## src/stepper_absolute_angle_positioner_unit_macros.svh

```systemverilog
// Assertion helpers for the positioner core RTL.
// Each macro expects a clock named aclk and an active-low reset named aresetn.
`ifndef STEPPER_ABSOLUTE_ANGLE_POSITIONER_UNIT_MACROS_SVH
`define STEPPER_ABSOLUTE_ANGLE_POSITIONER_UNIT_MACROS_SVH

// Same-cycle implication.
`define SAPP_ASSERT_NOW(lbl, ante, cons) \
    lbl: assert property (@(posedge aclk) disable iff (!aresetn) (ante) |-> (cons)) \
        else $error("positioner check failed");

// Next-cycle implication.
`define SAPP_ASSERT_NEXT(lbl, ante, cons) \
    lbl: assert property (@(posedge aclk) disable iff (!aresetn) (ante) |=> (cons)) \
        else $error("positioner check failed");

`endif

```

## src/sapp_pkg.sv

```systemverilog
package sapp_pkg;

    // Geometry of one revolution.
    localparam int STEPS_PER_TURN = 3200;
    localparam int DEG_PER_TURN   = 360;
    localparam int MAX_ANGLE      = DEG_PER_TURN - 1;
    localparam int HALF_STEPS     = STEPS_PER_TURN / 2;

    // Field widths.
    localparam int ANGLE_W = 9;
    localparam int POS_W   = 12;
    localparam int STEPS_W = 11;
    localparam int DELTA_W = POS_W + 1;

    // Angle to step target: floor(angle * STEPS / 360) as a multiply by a
    // rounded-up reciprocal and a shift. The rounding error stays far below
    // one ninth over the legal angle range, so the floor is exact.
    localparam int RECIP_SHIFT = 20;
    localparam longint unsigned TARGET_MUL =
        (longint'(STEPS_PER_TURN) * (64'd1 << RECIP_SHIFT) + DEG_PER_TURN - 1) / DEG_PER_TURN;
    localparam int MUL_W  = 24;
    localparam int PROD_W = ANGLE_W + MUL_W;

    localparam logic signed [DELTA_W-1:0] HALF_DELTA = DELTA_W'(HALF_STEPS);
    localparam logic signed [DELTA_W-1:0] TURN_DELTA = DELTA_W'(STEPS_PER_TURN);

    // Item kinds carried on tuser.
    localparam logic OP_TICK    = 1'b0;
    localparam logic OP_COMMAND = 1'b1;

    // Motion direction state.
    typedef enum logic [1:0] {
        RUN_IDLE = 2'd0,
        RUN_FWD  = 2'd1,
        RUN_REV  = 2'd3
    } run_dir_t;

    // One decoded input item as held in the input register.
    typedef struct packed {
        logic             opcode;
        logic             bad_angle;
        logic [POS_W-1:0] target;
    } item_t;

    // One result item.
    typedef struct packed {
        logic               angle_error;
        logic [STEPS_W-1:0] steps_left;
        logic [POS_W-1:0]   position_steps;
        logic               enable_n;
        logic               dir_level;
        logic               pulse_level;
    } result_t;

endpackage

```

## src/sapp_target.sv

```systemverilog
module sapp_target (
    input  logic [sapp_pkg::ANGLE_W-1:0] angle_deg,
    output logic [sapp_pkg::POS_W-1:0]   target,
    output logic                         bad_angle
);

    logic [sapp_pkg::PROD_W-1:0] product;

    // Scale degrees to microsteps with a constant reciprocal multiply.
    assign product = sapp_pkg::PROD_W'(angle_deg) *
                     sapp_pkg::PROD_W'(sapp_pkg::TARGET_MUL);
    assign target  = product[sapp_pkg::RECIP_SHIFT +: sapp_pkg::POS_W];

    // Angles of a full turn (360 degrees) or more are rejected.
    assign bad_angle = (angle_deg > sapp_pkg::ANGLE_W'(sapp_pkg::MAX_ANGLE));

endmodule

```

## src/sapp_core.sv

```systemverilog
`include "stepper_absolute_angle_positioner_unit_macros.svh"

module sapp_core (
    input  logic              aclk,
    input  logic              aresetn,
    input  logic              advance,
    input  sapp_pkg::item_t   item,
    output sapp_pkg::result_t result
);

    logic [sapp_pkg::POS_W-1:0]   pos_reg, pos_next;
    logic [sapp_pkg::STEPS_W-1:0] steps_reg, steps_next;
    sapp_pkg::run_dir_t           run_reg, run_next;
    logic                         pulse_reg, pulse_next;
    logic                         dir_reg, dir_next;
    logic                         en_n_reg, en_n_next;
    logic                         err_reg;

    logic signed [sapp_pkg::DELTA_W-1:0] delta_raw;
    logic signed [sapp_pkg::DELTA_W-1:0] delta_wrap;
    logic signed [sapp_pkg::DELTA_W-1:0] delta_neg;

    // Signed distance to the target, folded onto the shorter way round.
    always_comb begin
        delta_raw = $signed({1'b0, item.target}) - $signed({1'b0, pos_reg});
        if (delta_raw > sapp_pkg::HALF_DELTA) begin
            delta_wrap = delta_raw - sapp_pkg::TURN_DELTA;
        end else if (delta_raw < -sapp_pkg::HALF_DELTA) begin
            delta_wrap = delta_raw + sapp_pkg::TURN_DELTA;
        end else begin
            delta_wrap = delta_raw;
        end
        delta_neg = -delta_wrap;
    end

    // Next state for a tick or a command.
    always_comb begin
        pos_next   = pos_reg;
        steps_next = steps_reg;
        run_next   = run_reg;
        pulse_next = pulse_reg;
        dir_next   = dir_reg;
        en_n_next  = en_n_reg;
        if (item.opcode == sapp_pkg::OP_TICK) begin
            if (run_reg != sapp_pkg::RUN_IDLE && steps_reg != '0) begin
                if (!pulse_reg) begin
                    pulse_next = 1'b1;
                end else begin
                    // Falling edge issues one step.
                    pulse_next = 1'b0;
                    steps_next = steps_reg - sapp_pkg::STEPS_W'(1);
                    if (run_reg == sapp_pkg::RUN_FWD) begin
                        pos_next = (pos_reg == sapp_pkg::POS_W'(sapp_pkg::STEPS_PER_TURN - 1))
                                 ? '0 : pos_reg + sapp_pkg::POS_W'(1);
                    end else begin
                        pos_next = (pos_reg == '0)
                                 ? sapp_pkg::POS_W'(sapp_pkg::STEPS_PER_TURN - 1)
                                 : pos_reg - sapp_pkg::POS_W'(1);
                    end
                end
            end
        end else if (!item.bad_angle && delta_wrap != '0) begin
            en_n_next = 1'b0;
            if (!delta_wrap[sapp_pkg::DELTA_W-1]) begin
                dir_next   = 1'b0;
                run_next   = sapp_pkg::RUN_FWD;
                steps_next = sapp_pkg::STEPS_W'(delta_wrap);
            end else begin
                dir_next   = 1'b1;
                run_next   = sapp_pkg::RUN_REV;
                steps_next = sapp_pkg::STEPS_W'(delta_neg);
            end
        end
    end

    // Motion state doubles as the result register.
    always_ff @(posedge aclk) begin
        if (!aresetn) begin
            pos_reg   <= '0;
            steps_reg <= '0;
            run_reg   <= sapp_pkg::RUN_IDLE;
            pulse_reg <= 1'b0;
            dir_reg   <= 1'b0;
            en_n_reg  <= 1'b1;
        end else if (advance) begin
            pos_reg   <= pos_next;
            steps_reg <= steps_next;
            run_reg   <= run_next;
            pulse_reg <= pulse_next;
            dir_reg   <= dir_next;
            en_n_reg  <= en_n_next;
        end
    end

    // Error flag belongs to the item only.
    always_ff @(posedge aclk) begin
        if (advance) begin
            err_reg <= (item.opcode == sapp_pkg::OP_COMMAND) && item.bad_angle;
        end
    end

    assign result.angle_error    = err_reg;
    assign result.steps_left     = steps_reg;
    assign result.position_steps = pos_reg;
    assign result.enable_n       = en_n_reg;
    assign result.dir_level      = dir_reg;
    assign result.pulse_level    = pulse_reg;

    `SAPP_ASSERT_NOW(a_steps_need_dir, steps_reg != '0, run_reg != sapp_pkg::RUN_IDLE)
    `SAPP_ASSERT_NOW(a_steps_bound, 1'b1, steps_reg <= sapp_pkg::STEPS_W'(sapp_pkg::HALF_STEPS))
    `SAPP_ASSERT_NOW(a_pos_bound, 1'b1, pos_reg < sapp_pkg::POS_W'(sapp_pkg::STEPS_PER_TURN))
    `SAPP_ASSERT_NOW(a_disabled_idle, en_n_reg, run_reg == sapp_pkg::RUN_IDLE && steps_reg == '0)
    `SAPP_ASSERT_NEXT(a_hold_stalled, !advance, $stable(pos_reg) && $stable(steps_reg))

endmodule

```

## src/stepper_absolute_angle_positioner_unit.sv

```systemverilog
// Path: an input beat is taken into the input register, then into the motion
// state register that also holds the result. Throughput: one item per cycle
// while the output is not stalled; the state update is one add, wrap and compare.
// Reset (aresetn low, synchronous): position and step count zero, idle, pulse
// low, driver disabled, both registers empty.
module stepper_absolute_angle_positioner_unit (
    input  logic        aclk,
    input  logic        aresetn,
    input  logic        s_tvalid,
    output logic        s_tready,
    input  logic [15:0] s_tdata,   // [8:0] angle_deg, [15:9] zero
    input  logic        s_tuser,   // [0] opcode
    output logic        m_tvalid,
    input  logic        m_tready,
    output logic [31:0] m_tdata    // [0] pulse_level, [1] dir_level, [2] enable_n,
                                   // [14:3] position_steps, [25:15] steps_left,
                                   // [26] angle_error, [31:27] zero
);

    logic                        in_valid_reg, in_valid_next;
    sapp_pkg::item_t             item_reg;
    logic                        out_valid_reg, out_valid_next;
    logic                        advance;
    logic [sapp_pkg::POS_W-1:0]  target;
    logic                        bad_angle;
    sapp_pkg::result_t           result;

    // Degrees to microsteps ahead of the input register.
    sapp_target u_target (
        .angle_deg (s_tdata[sapp_pkg::ANGLE_W-1:0]),
        .target    (target),
        .bad_angle (bad_angle)
    );

    // Pipeline handshake.
    assign advance        = in_valid_reg && (!out_valid_reg || m_tready);
    assign s_tready       = !in_valid_reg || advance;
    assign in_valid_next  = s_tready ? s_tvalid : in_valid_reg;
    assign out_valid_next = advance ? 1'b1 : (m_tready ? 1'b0 : out_valid_reg);

    always_ff @(posedge aclk) begin
        if (!aresetn) begin
            in_valid_reg  <= 1'b0;
            out_valid_reg <= 1'b0;
        end else begin
            in_valid_reg  <= in_valid_next;
            out_valid_reg <= out_valid_next;
        end
    end

    // Input register payload.
    always_ff @(posedge aclk) begin
        if (s_tvalid && s_tready) begin
            item_reg.opcode    <= s_tuser;
            item_reg.bad_angle <= bad_angle;
            item_reg.target    <= target;
        end
    end

    sapp_core u_core (
        .aclk    (aclk),
        .aresetn (aresetn),
        .advance (advance),
        .item    (item_reg),
        .result  (result)
    );

    assign m_tvalid = out_valid_reg;
    assign m_tdata  = {5'd0, result};

endmodule

```

## config.mk

```make
export PLATFORM = sky130hd
export DESIGN_NAME = stepper_absolute_angle_positioner_unit
export DESIGN_NICKNAME = d
export VERILOG_FILES = /design/src/sapp_pkg.sv /design/src/sapp_target.sv /design/src/sapp_core.sv /design/src/stepper_absolute_angle_positioner_unit.sv
export VERILOG_INCLUDE_DIRS = /design/src /design/src/src
export SDC_FILE = /design/constraint.sdc
export NUM_CORES = 1
export LEC_CHECK = 0
export BUFFER_PORTS_ARGS = -buffer_cell sky130_fd_sc_hd__buf_2
export CAP_MARGIN = 20
export CORE_MARGIN = 4
export CORE_UTILIZATION = 44
export DETAILED_ROUTE_END_ITERATION = 10
export GPL_TIMING_DRIVEN = 1
export PLACE_DENSITY_LB_ADDON = 0.1
export SLEW_MARGIN = 15
export SYNTH_ARGS = -nofsm -noshare
export SYNTH_HDL_FRONTEND = slang
export SYNTH_SLANG_ARGS = --single-unit
```

## constraint.sdc

```tcl
create_clock -name aclk -period 8 [get_ports aclk]
set_input_delay 0.8 -clock aclk [delete_from_list [all_inputs] [get_ports aclk]]
set_output_delay 0.8 -clock aclk [all_outputs]
set_load 0.03 [all_outputs]
```

## After elaboration in Yosys (flattened, before gate mapping)

Index checks and enable logic that the tools add are counted.

- $add $sub $neg: 7
- Multiply operators: 1
- Magnitude comparators: 3
- Eq/ne operators: 3
- Muxes and demuxes: 15
- Bitwise logic cells: 1
- Reduce and logical (&&, ||, !) cells: 21

Operators with widths:

| operator | number |
|---|---|
| $mux 11 | 5 |
| $mux 12 | 3 |
| $mul 9x22->30 const B | 1 |
| $mux 13 | 2 |
| $add 13x13->13 const B | 1 |
| $gt 13x12->1 const B | 1 |
| $lt 13x12->1 const B | 1 |
| $reduce_bool 13->1 | 1 |
| $sub 12x12->13 | 1 |
| $sub 13x13->13 const B | 1 |
| $add 12x1->12 const B | 1 |
| $eq 12x12->1 const B | 1 |
| $logic_not 12->1 | 1 |
| $sub 12x1->12 const B | 1 |
| $neg 11->11 | 1 |
| $reduce_bool 11->1 | 1 |
| $sub 11x1->11 const B | 1 |
| $gt 9x9->1 const B | 1 |
| $reduce_and 4->1 | 2 |
| $reduce_bool 2->1 | 4 |
| $reduce_and 3->1 | 2 |
| $logic_and 1x1->1 | 5 |
| $mux 1 | 4 |
| $logic_not 1->1 | 3 |
| 5 further kinds | 6 |

- Register bits: 45
- Input port bits: 21
- Output and inout bits: 34

## Logic depth before layout (Yosys ltp)

Gate-level depths: netlist of the first run.

- Depth in word-level cells: 8
- Depth in mapped cells: 19
- Gate-level depth less buffers: 19

## Modules after synthesis

From an unflattened synthesis of the first run, not the netlist that was laid out.

- Cell total of the unflattened synthesis: 701
- Area total of the unflattened synthesis: 5,778.0 um2

By module, submodules not included:

| module | instances | cells each | area an instance (um2) | seq. area each (um2) |
|---|---|---|---|---|
| sapp_core | 1 | 424 | 3,074.2 | 570.5 |
| sapp_target | 1 | 248 | 2,138.3 | 0.0 |
| stepper_absolute_angle_positioner_unit | 1 | 29 | 565.5 | 460.4 |

## Worst setup path after synthesis of the first run

Ideal clock, no wire load.

- Kind: input to register
- From: input port s_tdata[6]
- To: register item_reg[9] (netlist bit), data pin
- Setup time: 258 ps
- Arrival: 4,378 ps
- Required time: 7,742 ps
- Slack: 3,364 ps
- Stages on the path: 16
- Buffers on the path: 0
- Cells stage by stage: fa_1 -> fa_1 -> fa_1 -> inv_1 -> fa_1 -> inv_1 -> ha_1 -> nand2_1 -> a21boi_0 -> o21ai_0 -> a21oi_1 -> o21ai_0 -> a21oi_1 -> a41oi_1 -> and2_1 -> xnor2_1

- Cells in the longest elaborated chain, start to end: 1

RTL lines:

| what | line | text |
|---|---|---|
| start, declared | stepper_absolute_angle_positioner_unit.sv:11 | `input logic [15:0] s_tdata,` |
| $mul 9x22->30 | sapp_target.sv:10 | `assign product = sapp_pkg::PROD_W'(angle_deg) *` |
| named net target (one bit) | stepper_absolute_angle_positioner_unit.sv:24 | `logic [sapp_pkg::POS_W-1:0] target;` |
| end, declared | stepper_absolute_angle_positioner_unit.sv:21 | `sapp_pkg::item_t item_reg;` |

The timed path passes the listed nets, and every way through them passes these cells.
A chain may end at the register's enable or synchronous reset.

## Worst setup path in the final report of the first run

Same ends and word-level chain as after synthesis.

==> results of run 1 <==
[per-layer routing]
layer,up-vias,GRT usage,part of all wire
li1,2577,-,-
met1,2472,0.267,0.45
met2,116,0.359,0.49
met3,11,0.0212,0.038
met4,0,0.0490,0.013
met5,-,0,0
[final cells by class]
class / count / area (sq um) / share of cell area
flip-flops and latches: 44 / 1030 / 0.167
clock inverters: 3 / 16.3 / 0.00263
clock buffers: 5 / 125 / 0.0202
multi-input cells: 544 / 4260 / 0.689
well taps: 172 / 215 / 0.0348
repair buffers: 43 / 218 / 0.0352
inverters: 86 / 323 / 0.0521
[synth_stat cells, types with 10 or more instances]
master    number  area [sq um]
clkbuf_1      17          63.8
fa_1          27           541
inv_1         85           319
nand2_1       51           191
o21ai_0       33           165
a21o_1        11          82.6
nor2_1        51           191
a21oi_1       57           285
o211ai_1      10          75.1
edfxtp_1      15           450
ha_1          78           976
dfxtp_1       29           581
nor3_1        15          75.1
nand3_1       15          75.1
xnor2_1       15           131
a31oi_1       11          68.8
nand2b_1      12          75.1
[power by group]
group,switching [uW],internal (uW)
clock,95.1,115
sequential,16.2,286
combinational,842,533
total,954,934
[worst min-delay path: stages (launching register included)]
cell and delay (ns):
dfxtp_1 0.31, o21ai_0 0.06, nand2_1 0.05
[through the flow]
step / hold slack [ns] / worst slack [ns] / utilization / power [uW] / area, sq um
after detailed placement: 0.460 / 2.61 / 0.476 / 1680 / 6050
final: 0.464 / 2.95 / 0.487 / 1890 / 6190
after floorplan: 0.440 / 3.36 / - / 1380 / 5760
after global routing: 0.493 / 2.62 / 0.487 / 2080 / 6190
after global placement: 0.455 / 2.65 / 0.476 / 1660 / 6050
after CTS: 0.471 / 2.91 / 0.487 / 1900 / 6190
[final timing paths]
| check | startpoint | to | slack [ns] | cells past startpoint |
|---|---|---|---|---|
| min | u_core.en_n_reg | u_core.en_n_reg | 0.46 | 2 |
| max reg2reg | u_core.pos_reg[7] | u_core.steps_reg[7] | 3.18 | 15 |
| min reg2reg | u_core.en_n_reg | u_core.en_n_reg | 0.46 | 2 |
| max | s_tdata[6] | item_reg[9] | 2.95 | 17 |
[kinds of logic (layout without fill, tap and decap cells)]
logic type | count (synthesis) | in the layout | synth area share
XOR/XNOR | 24 | 24 | 0.0366
buffers and inverters | 115 | 137 | 0.0816
AO/OA/AOI/OAI | 205 | 205 | 0.253
AND/OR/NAND/NOR | 200 | 200 | 0.176
adder cells (fa/ha/maj) | 105 | 105 | 0.264
flip-flops | 44 | 44 | 0.179
multiplexers | 5 | 5 | 0.00871
other | 1 | 5 | 0.000652
==> impl_metrics.toml, run 1 <==
[layout]
drive_gt1_frac = 0.101
num-nets-final = 850
antenna_cells = 0
largest_reg_flops = 14
area_delta_synth_final_pct = 7.71
fillers = 1335
stdcell_count = 897
layout_common_cells = "inv_1 (85), ha_1 (78), a21oi_1 (57)"
mostFrequentLayoutCell = "inv_1"

[worst_setup_path]
worstSetupEndpointType = "register"
required_ns = 8.04
worstPathCellList = "buf_2 -> fa_1 -> fa_1 -> fa_1 -> inv_1 -> fa_1 -> inv_1 -> ha_1 -> nand2_1 -> a21boi_0 -> o21ai_0 -> a21oi_1 -> o21ai_0 -> a21oi_1 -> a41oi_1 -> and2_1 -> xnor2_1"
path_delay_family = "adder cells"
critPathMaxStageDelay_ns = 0.59
cp.arrival_ns = 5.09
path_buf_inv = 3
cpMostUsedCell = "fa_1"
cp_slowest_cell = "fa_1"
critPathKind = "in2reg"
critPathLaunchType = "primary input"
crit_fanout = 7

[global_route]
grt_overflow = 0
grt_max_degree = 29
grt_pass1_wl_mm = 24.7
grt_pass1_vias = 5060
grt_antenna_before_repair = 0
groute.usage.overall = 0.203

[die]
dieArea_sq_um = 15000
fp.dieW_microns = 122
start_util = 0.452
io_pins = 55
fp-row-count = 41
die_y_microns = 122
core_area_sq_um = 12700

[timing]
tns_ns = 0
hold_violations = 0
tightest_slew_ns = 0.945
finClkSkew_ns = 0.0106
fmax_mhz = 198
finalCriticalPeriod_ns = 5.05
final-max-slew-violation-count = 0
rsz0062_at_grt = "no"
maxSlewHeadroom = 0.364
finalSetupViolations = 0
finalCritPeriodShare = 0.631

[drt]
vias_per_cell = 5.77
drt-total-wl_mm = 14.6
wire_per_inst_microns = 16.3
drtPass1Iterations = 5
vias = 5176
drt_iter0_drc = 378
drtAntennaViolNets = 0
post-route-drc-count = 0

[clocking]
htreeDepth = 2
postCtsSetupRepairBufs = 0
cts_max_path_buffers = 2
cts_resized = 0
cts.sinks = 44
clkSlewWorstSetupHoldPaths_ns = 0.07
cts_hold_buffers = 0
cts-root-buf = "clkbuf_16"
cts_tree = "built"
cts_buffers = 5
insertion_delay_ns = 0.29

[status]
status = "complete, no violations"

[job]
drv_cap = 0

[power_and_ir_drop]
pwr_density_cell_nw_per_um2 = 305
cellLeakagePower_uw = 0.00276
ir_drop_mv = 0.167

[placed_design]
gp_congestion = 0.849
place_inst = 889
io_buffers = 42
hpwl_mm = 11.6

[synth]
ys_seq_area_frac = 0.179
syn_inst = 699
synth_edf_count = 15
yosysWarnings = 0
ys_ff_latch = 44
synthArstFlopShare = 0
netlist_area_sq_um = 5750
syn_area_per_cell_sq_um = 8.22
ys_types = 81
ys.flop_type = "dfxtp_1"

[worst_hold_path]
min_path_type = "reg2reg"
No activity file was read; power rests on OpenSTA's default activity.
==> run 2: changes to the inputs <==
==> constraint.sdc (replaced) <==
create_clock -name aclk -period 4.1 [get_ports aclk]
set_input_delay 0.41 -clock aclk [delete_from_list [all_inputs] [get_ports aclk]]
set_output_delay 0.41 -clock aclk [all_outputs]
set_load 0.03 [all_outputs]
==> impl_metrics.toml, run 2 (synthesis gave the netlist of run 1 again) <==
[status]
status = "complete, no violations"

[placed_design]
gp_congestion = 0.910
hpwl_mm = 12.7
io_buffers = 42

[timing]
rsz0062_at_grt = "yes"
finalCriticalPeriod_ns = 4.08
final-max-slew-violation-count = 0
tightest_slew_ns = 0.956
finalCritPeriodShare = 0.996
finalSetupViolations = 0
maxSlewHeadroom = 0.357
tns_ns = 0
finClkSkew_ns = 0.0101
hold_violations = 0
fmax_mhz = 245

[global_route]
grt_overflow = 0
grt_pass1_wl_mm = 26.1
grt_max_degree = 29
groute.usage.overall = 0.212
grt_antenna_before_repair = 0
grt_pass1_vias = 5463

[layout]
fillers = 1244
fin_util = 0.572
area_delta_synth_final_pct = 26.6
drive_gt1_frac = 0.266
regArea_sq_um = 1030
largest_reg_flops = 14
multi_input_area_sq_um = 4550
layout_common_cells = "buf_4 (102), inv_1 (81), ha_1 (67)"
mostFrequentLayoutCell = "buf_4"
num-nets-final = 949
antenna_cells = 0

[clocking]
cts.sinks = 44
htreeDepth = 2
cts_buffers = 5
cts_tree = "built"
clkSlewWorstSetupHoldPaths_ns = 0.06
insertion_delay_ns = 0.29
cts-root-buf = "clkbuf_16"
cts_max_path_buffers = 2

[power_and_ir_drop]
finalPower_uw = 4600
pwr_density_cell_nw_per_um2 = 632
ir_drop_mv = 0.426
cellLeakagePower_uw = 0.00327

[worst_setup_path]
critPathLaunchType = "primary input"
cp.arrival_ns = 4.11
worstSetupEndpointType = "register"
required_ns = 4.13
crit_fanout = 4
ff2ff_path_depth = 15
critPathKind = "in2reg"

[die]
fp-row-count = 41
fp.dieW_microns = 122
die_y_microns = 122
io_pins = 55
core_area_sq_um = 12700
start_util = 0.452
dieArea_sq_um = 15000

[job]
drv_cap = 0

[drt]
vias = 5593
vias_per_cell = 5.62
drtPass1Iterations = 5
drt_iter0_drc = 298
post-route-drc-count = 0
wire_per_inst_microns = 16.0
drtAntennaViolNets = 0
drt-total-wl_mm = 15.9

[worst_hold_path]
hold_depth = 1
min_path_type = "in2reg"
## run 2: cell types whose count changed in the layout (fill, tap and decap cells not counted), moves of 4 or more
cell     delta
a21oi_1    -11
a21oi_2    +11
buf_2       -7
buf_4     +101
fa_1        -4
fa_2        +4
ha_1       -11
ha_4       +10
inv_1       -4
o21ai_0     -5
## run 2: worst paths after layout
path                   start             endpoint  slack (ns)
max               s_tdata[7]          item_reg[3]        0.02
min                  s_tuser         item_reg[13]        0.32
max reg2reg      item_reg[0]  u_core.steps_reg[0]        0.18
min reg2reg  u_core.en_n_reg      u_core.en_n_reg        0.46
## run 2: power by group
group | total (uW) | internal (uW) | leakage [uW] | switching [uW]
Clock | 451 | 287 | 0.0000808 | 164
Sequential | 592 | 558 | 0.000382 | 34.0
Combinational | 3560 | 1630 | 0.00281 | 1930
Total | 4600 | 2470 | 0.00327 | 2130
## run 2: per-layer routing
layer / share of wire / GRT usage
met1: 0.46 / 0.283
met2: 0.50 / 0.366
met3: 0.027 / 0.0235
met4: 0.014 / 0.0560
met5: 0 / 0
## run 2: cell type report
class | count | share of cell area
clock buffers | 6 | 0.0177
clock inverters | 2 | 0.00481
inverters | 86 | 0.0450
multi-input cells | 545 | 0.625
flip-flops and latches | 44 | 0.142
well taps | 172 | 0.0296
repair buffers | 141 | 0.136
## run 2: critical path, stage by stage
cell and delay (ns):
buf_4 0.12, inv_1 0.05, ha_1 0.22, ha_1 0.20
or2_2 0.31, fa_1 0.49, fa_1 0.61, ha_4 0.23
buf_4 0.15, a21o_1 0.18, nor2_2 0.14, and3_4 0.20
o21ai_2 0.05, a21o_1 0.19, a21o_1 0.23, o311a_1 0.34
## run 2: timing repair
item,in CTS,in global routing
hold buffers,0,0
buffers inserted,0,7
cloned,0,1
pin swaps,7,48
gates resized for setup,11,55
endpoints found under the setup margin,9,26
## run 2: stage by stage
step / hold slack [ns] / area [sq um] / std cells / setup slack, ns
after global routing: 0.319 / 7280 / 996 / -0.109
after floorplan: 0.440 / 5790 / 703 / -0.00491
after global placement: 0.455 / 6760 / 980 / -0.391
final: 0.325 / 7280 / 996 / 0.0176
after detailed placement: 0.459 / 6760 / 980 / -0.502
after CTS: 0.315 / 6990 / 988 / 0.00544
==> run 3: changes to the inputs <==
--- a/config.mk
+++ b/config.mk
@@ -13,6 +13,7 @@
 export DETAILED_ROUTE_END_ITERATION = 10
 export GPL_TIMING_DRIVEN = 1
 export PLACE_DENSITY_LB_ADDON = 0.1
+export SETUP_SLACK_MARGIN = 0.4
 export SLEW_MARGIN = 15
 export SYNTH_ARGS = -nofsm -noshare
 export SYNTH_HDL_FRONTEND = slang
==> impl_metrics.toml, run 3 (synthesis gave the netlist of run 1 again) <==
[status]
status = "complete, no violations"

[timing]
whs_ns = 0.302
finClkSkew_ns = 0.0210
final-max-slew-violation-count = 0
finalSetupViolations = 0
fmax_mhz = 249
hold_violations = 0
tns_ns = 0
finalCritPeriodShare = 0.979
maxSlewHeadroom = 0.386
rsz0062_at_grt = "yes"
finalCriticalPeriod_ns = 4.01
tightest_slew_ns = 0.913

[die]
fp-row-count = 41
dieArea_sq_um = 15000
fp.dieW_microns = 122
die_y_microns = 122
core_area_sq_um = 12700
start_util = 0.452
io_pins = 55

[worst_setup_path]
cp.arrival_ns = 4.04
critPathKind = "in2reg"
timing.rr.start = "u_core.pos_reg[6]"
required_ns = 4.13
timing.rr.end = "u_core.steps_reg[8]"
reg2reg_slack_ns = 0.36
critPathLaunchType = "primary input"
worstSetupEndpointType = "register"
ff2ff_path_depth = 14
crit_fanout = 4

[drt]
drtPass1Iterations = 6
drtAntennaViolNets = 0
wire_per_inst_microns = 16.3
post-route-drc-count = 0
vias_per_cell = 5.62
drt-total-wl_mm = 16.5
drt_iter0_drc = 313
vias = 5661

[worst_hold_path]
min_delay_worst_endpoint = "item_reg[13]"
hold_depth = 1
min_path_type = "in2reg"
min-delay-start = "s_tuser"

[clocking]
cts_tree = "built"
insertion_delay_ns = 0.30
cts_max_path_buffers = 2
cts_buffers = 5
clkSlewWorstSetupHoldPaths_ns = 0.08
htreeDepth = 2
cts-root-buf = "clkbuf_16"
cts.sinks = 44

[layout]
mostFrequentLayoutCell = "buf_4"
largest_reg_flops = 14
num-nets-final = 960
fin_util = 0.608
area_delta_synth_final_pct = 34.7
layout_common_cells = "buf_4 (106), inv_1 (67), ha_1 (61)"
drive_gt1_frac = 0.346
antenna_cells = 0

[global_route]
grt_max_degree = 29
grt_overflow = 0
grt_antenna_before_repair = 0
grt_pass1_wl_mm = 26.7
groute.usage.overall = 0.221
grt_pass1_vias = 5550

[placed_design]
hpwl_mm = 12.7
io_buffers = 42
gp_congestion = 0.910

[power_and_ir_drop]
ir_drop_mv = 0.434
finalPower_uw = 5320
pwr_density_cell_nw_per_um2 = 687
cellLeakagePower_uw = 0.00341

[job]
drv_cap = 0
==> run 3: cell count changes in the layout (fill, tap and decap cells not counted), sizes merged <==
cell      delta
clkbuf       +1
inv          -2
clkinvlp     +2
buf         +10
==> run 3: timing repair <==
action                                  in CTS  in global routing
gates cloned                                 1                  0
hold buffers                                 0                  0
setup buffers                               19                 15
resized for setup                           51                 56
pin swaps                                   36                 54
endpoints found under the setup margin      26                 26
==> run 3: through the flow <==
step | std cells | area [sq um] | worst slack, ns
after floorplan | 703 | 6000 | 0.114
after global placement | 964 | 6830 | -0.233
after detailed placement | 964 | 6830 | -0.279
after CTS | 992 | 7390 | 0.122
after global routing | 1007 | 7740 | -0.0226
final | 1007 | 7740 | 0.0862
==> run 3: final cells by class <==
type,count,area [sq um]
Tap cell,172,215
Fill cell,1169,4980
Multi-Input combinational cell,545,4860
Inverter,86,333
Clock inverter,2,38.8
Sequential cell,44,1060
Timing Repair Buffer,152,1090
Clock buffer,6,139
==> run 3: critical path, stage by stage <==
cell     delay [ns]
buf_2          0.12
fa_2           0.60
ha_4           0.21
buf_4          0.13
fa_1           0.48
inv_1          0.06
fa_1           0.56
inv_1          0.09
ha_1           0.22
a22oi_1        0.17
and3_1         0.18
o21ai_1        0.07
a21o_1         0.20
a21o_1         0.21
o311a_1        0.32
==> run 3: worst max path at each step <==
stage                        end        from
floorplan            item_reg[3]  s_tdata[5]
global placement    item_reg[10]  s_tdata[4]
global route        item_reg[10]  s_tdata[6]
detailed placement  item_reg[10]  s_tdata[4]
finish               item_reg[3]  s_tdata[1]
CTS                 item_reg[10]  s_tdata[5]
==> run 3: power breakdown <==
part / total (uW) / leakage [uW] / internal (uW) / switching [uW]
sequential: 600 / 0.000389 / 555 / 45.0
clock: 493 / 0.0000871 / 306 / 187
combinational: 4220 / 0.00293 / 1990 / 2230
==> run 3: metal layers <==
metal  vias to the layer above  GRT usage  wire (microns)
li1                       2791          -               -
met1                      2720      0.280            7190
met2                       126      0.392            8370
met3                        24     0.0300             512
met4                         0     0.0651             380
met5                         -          0               0
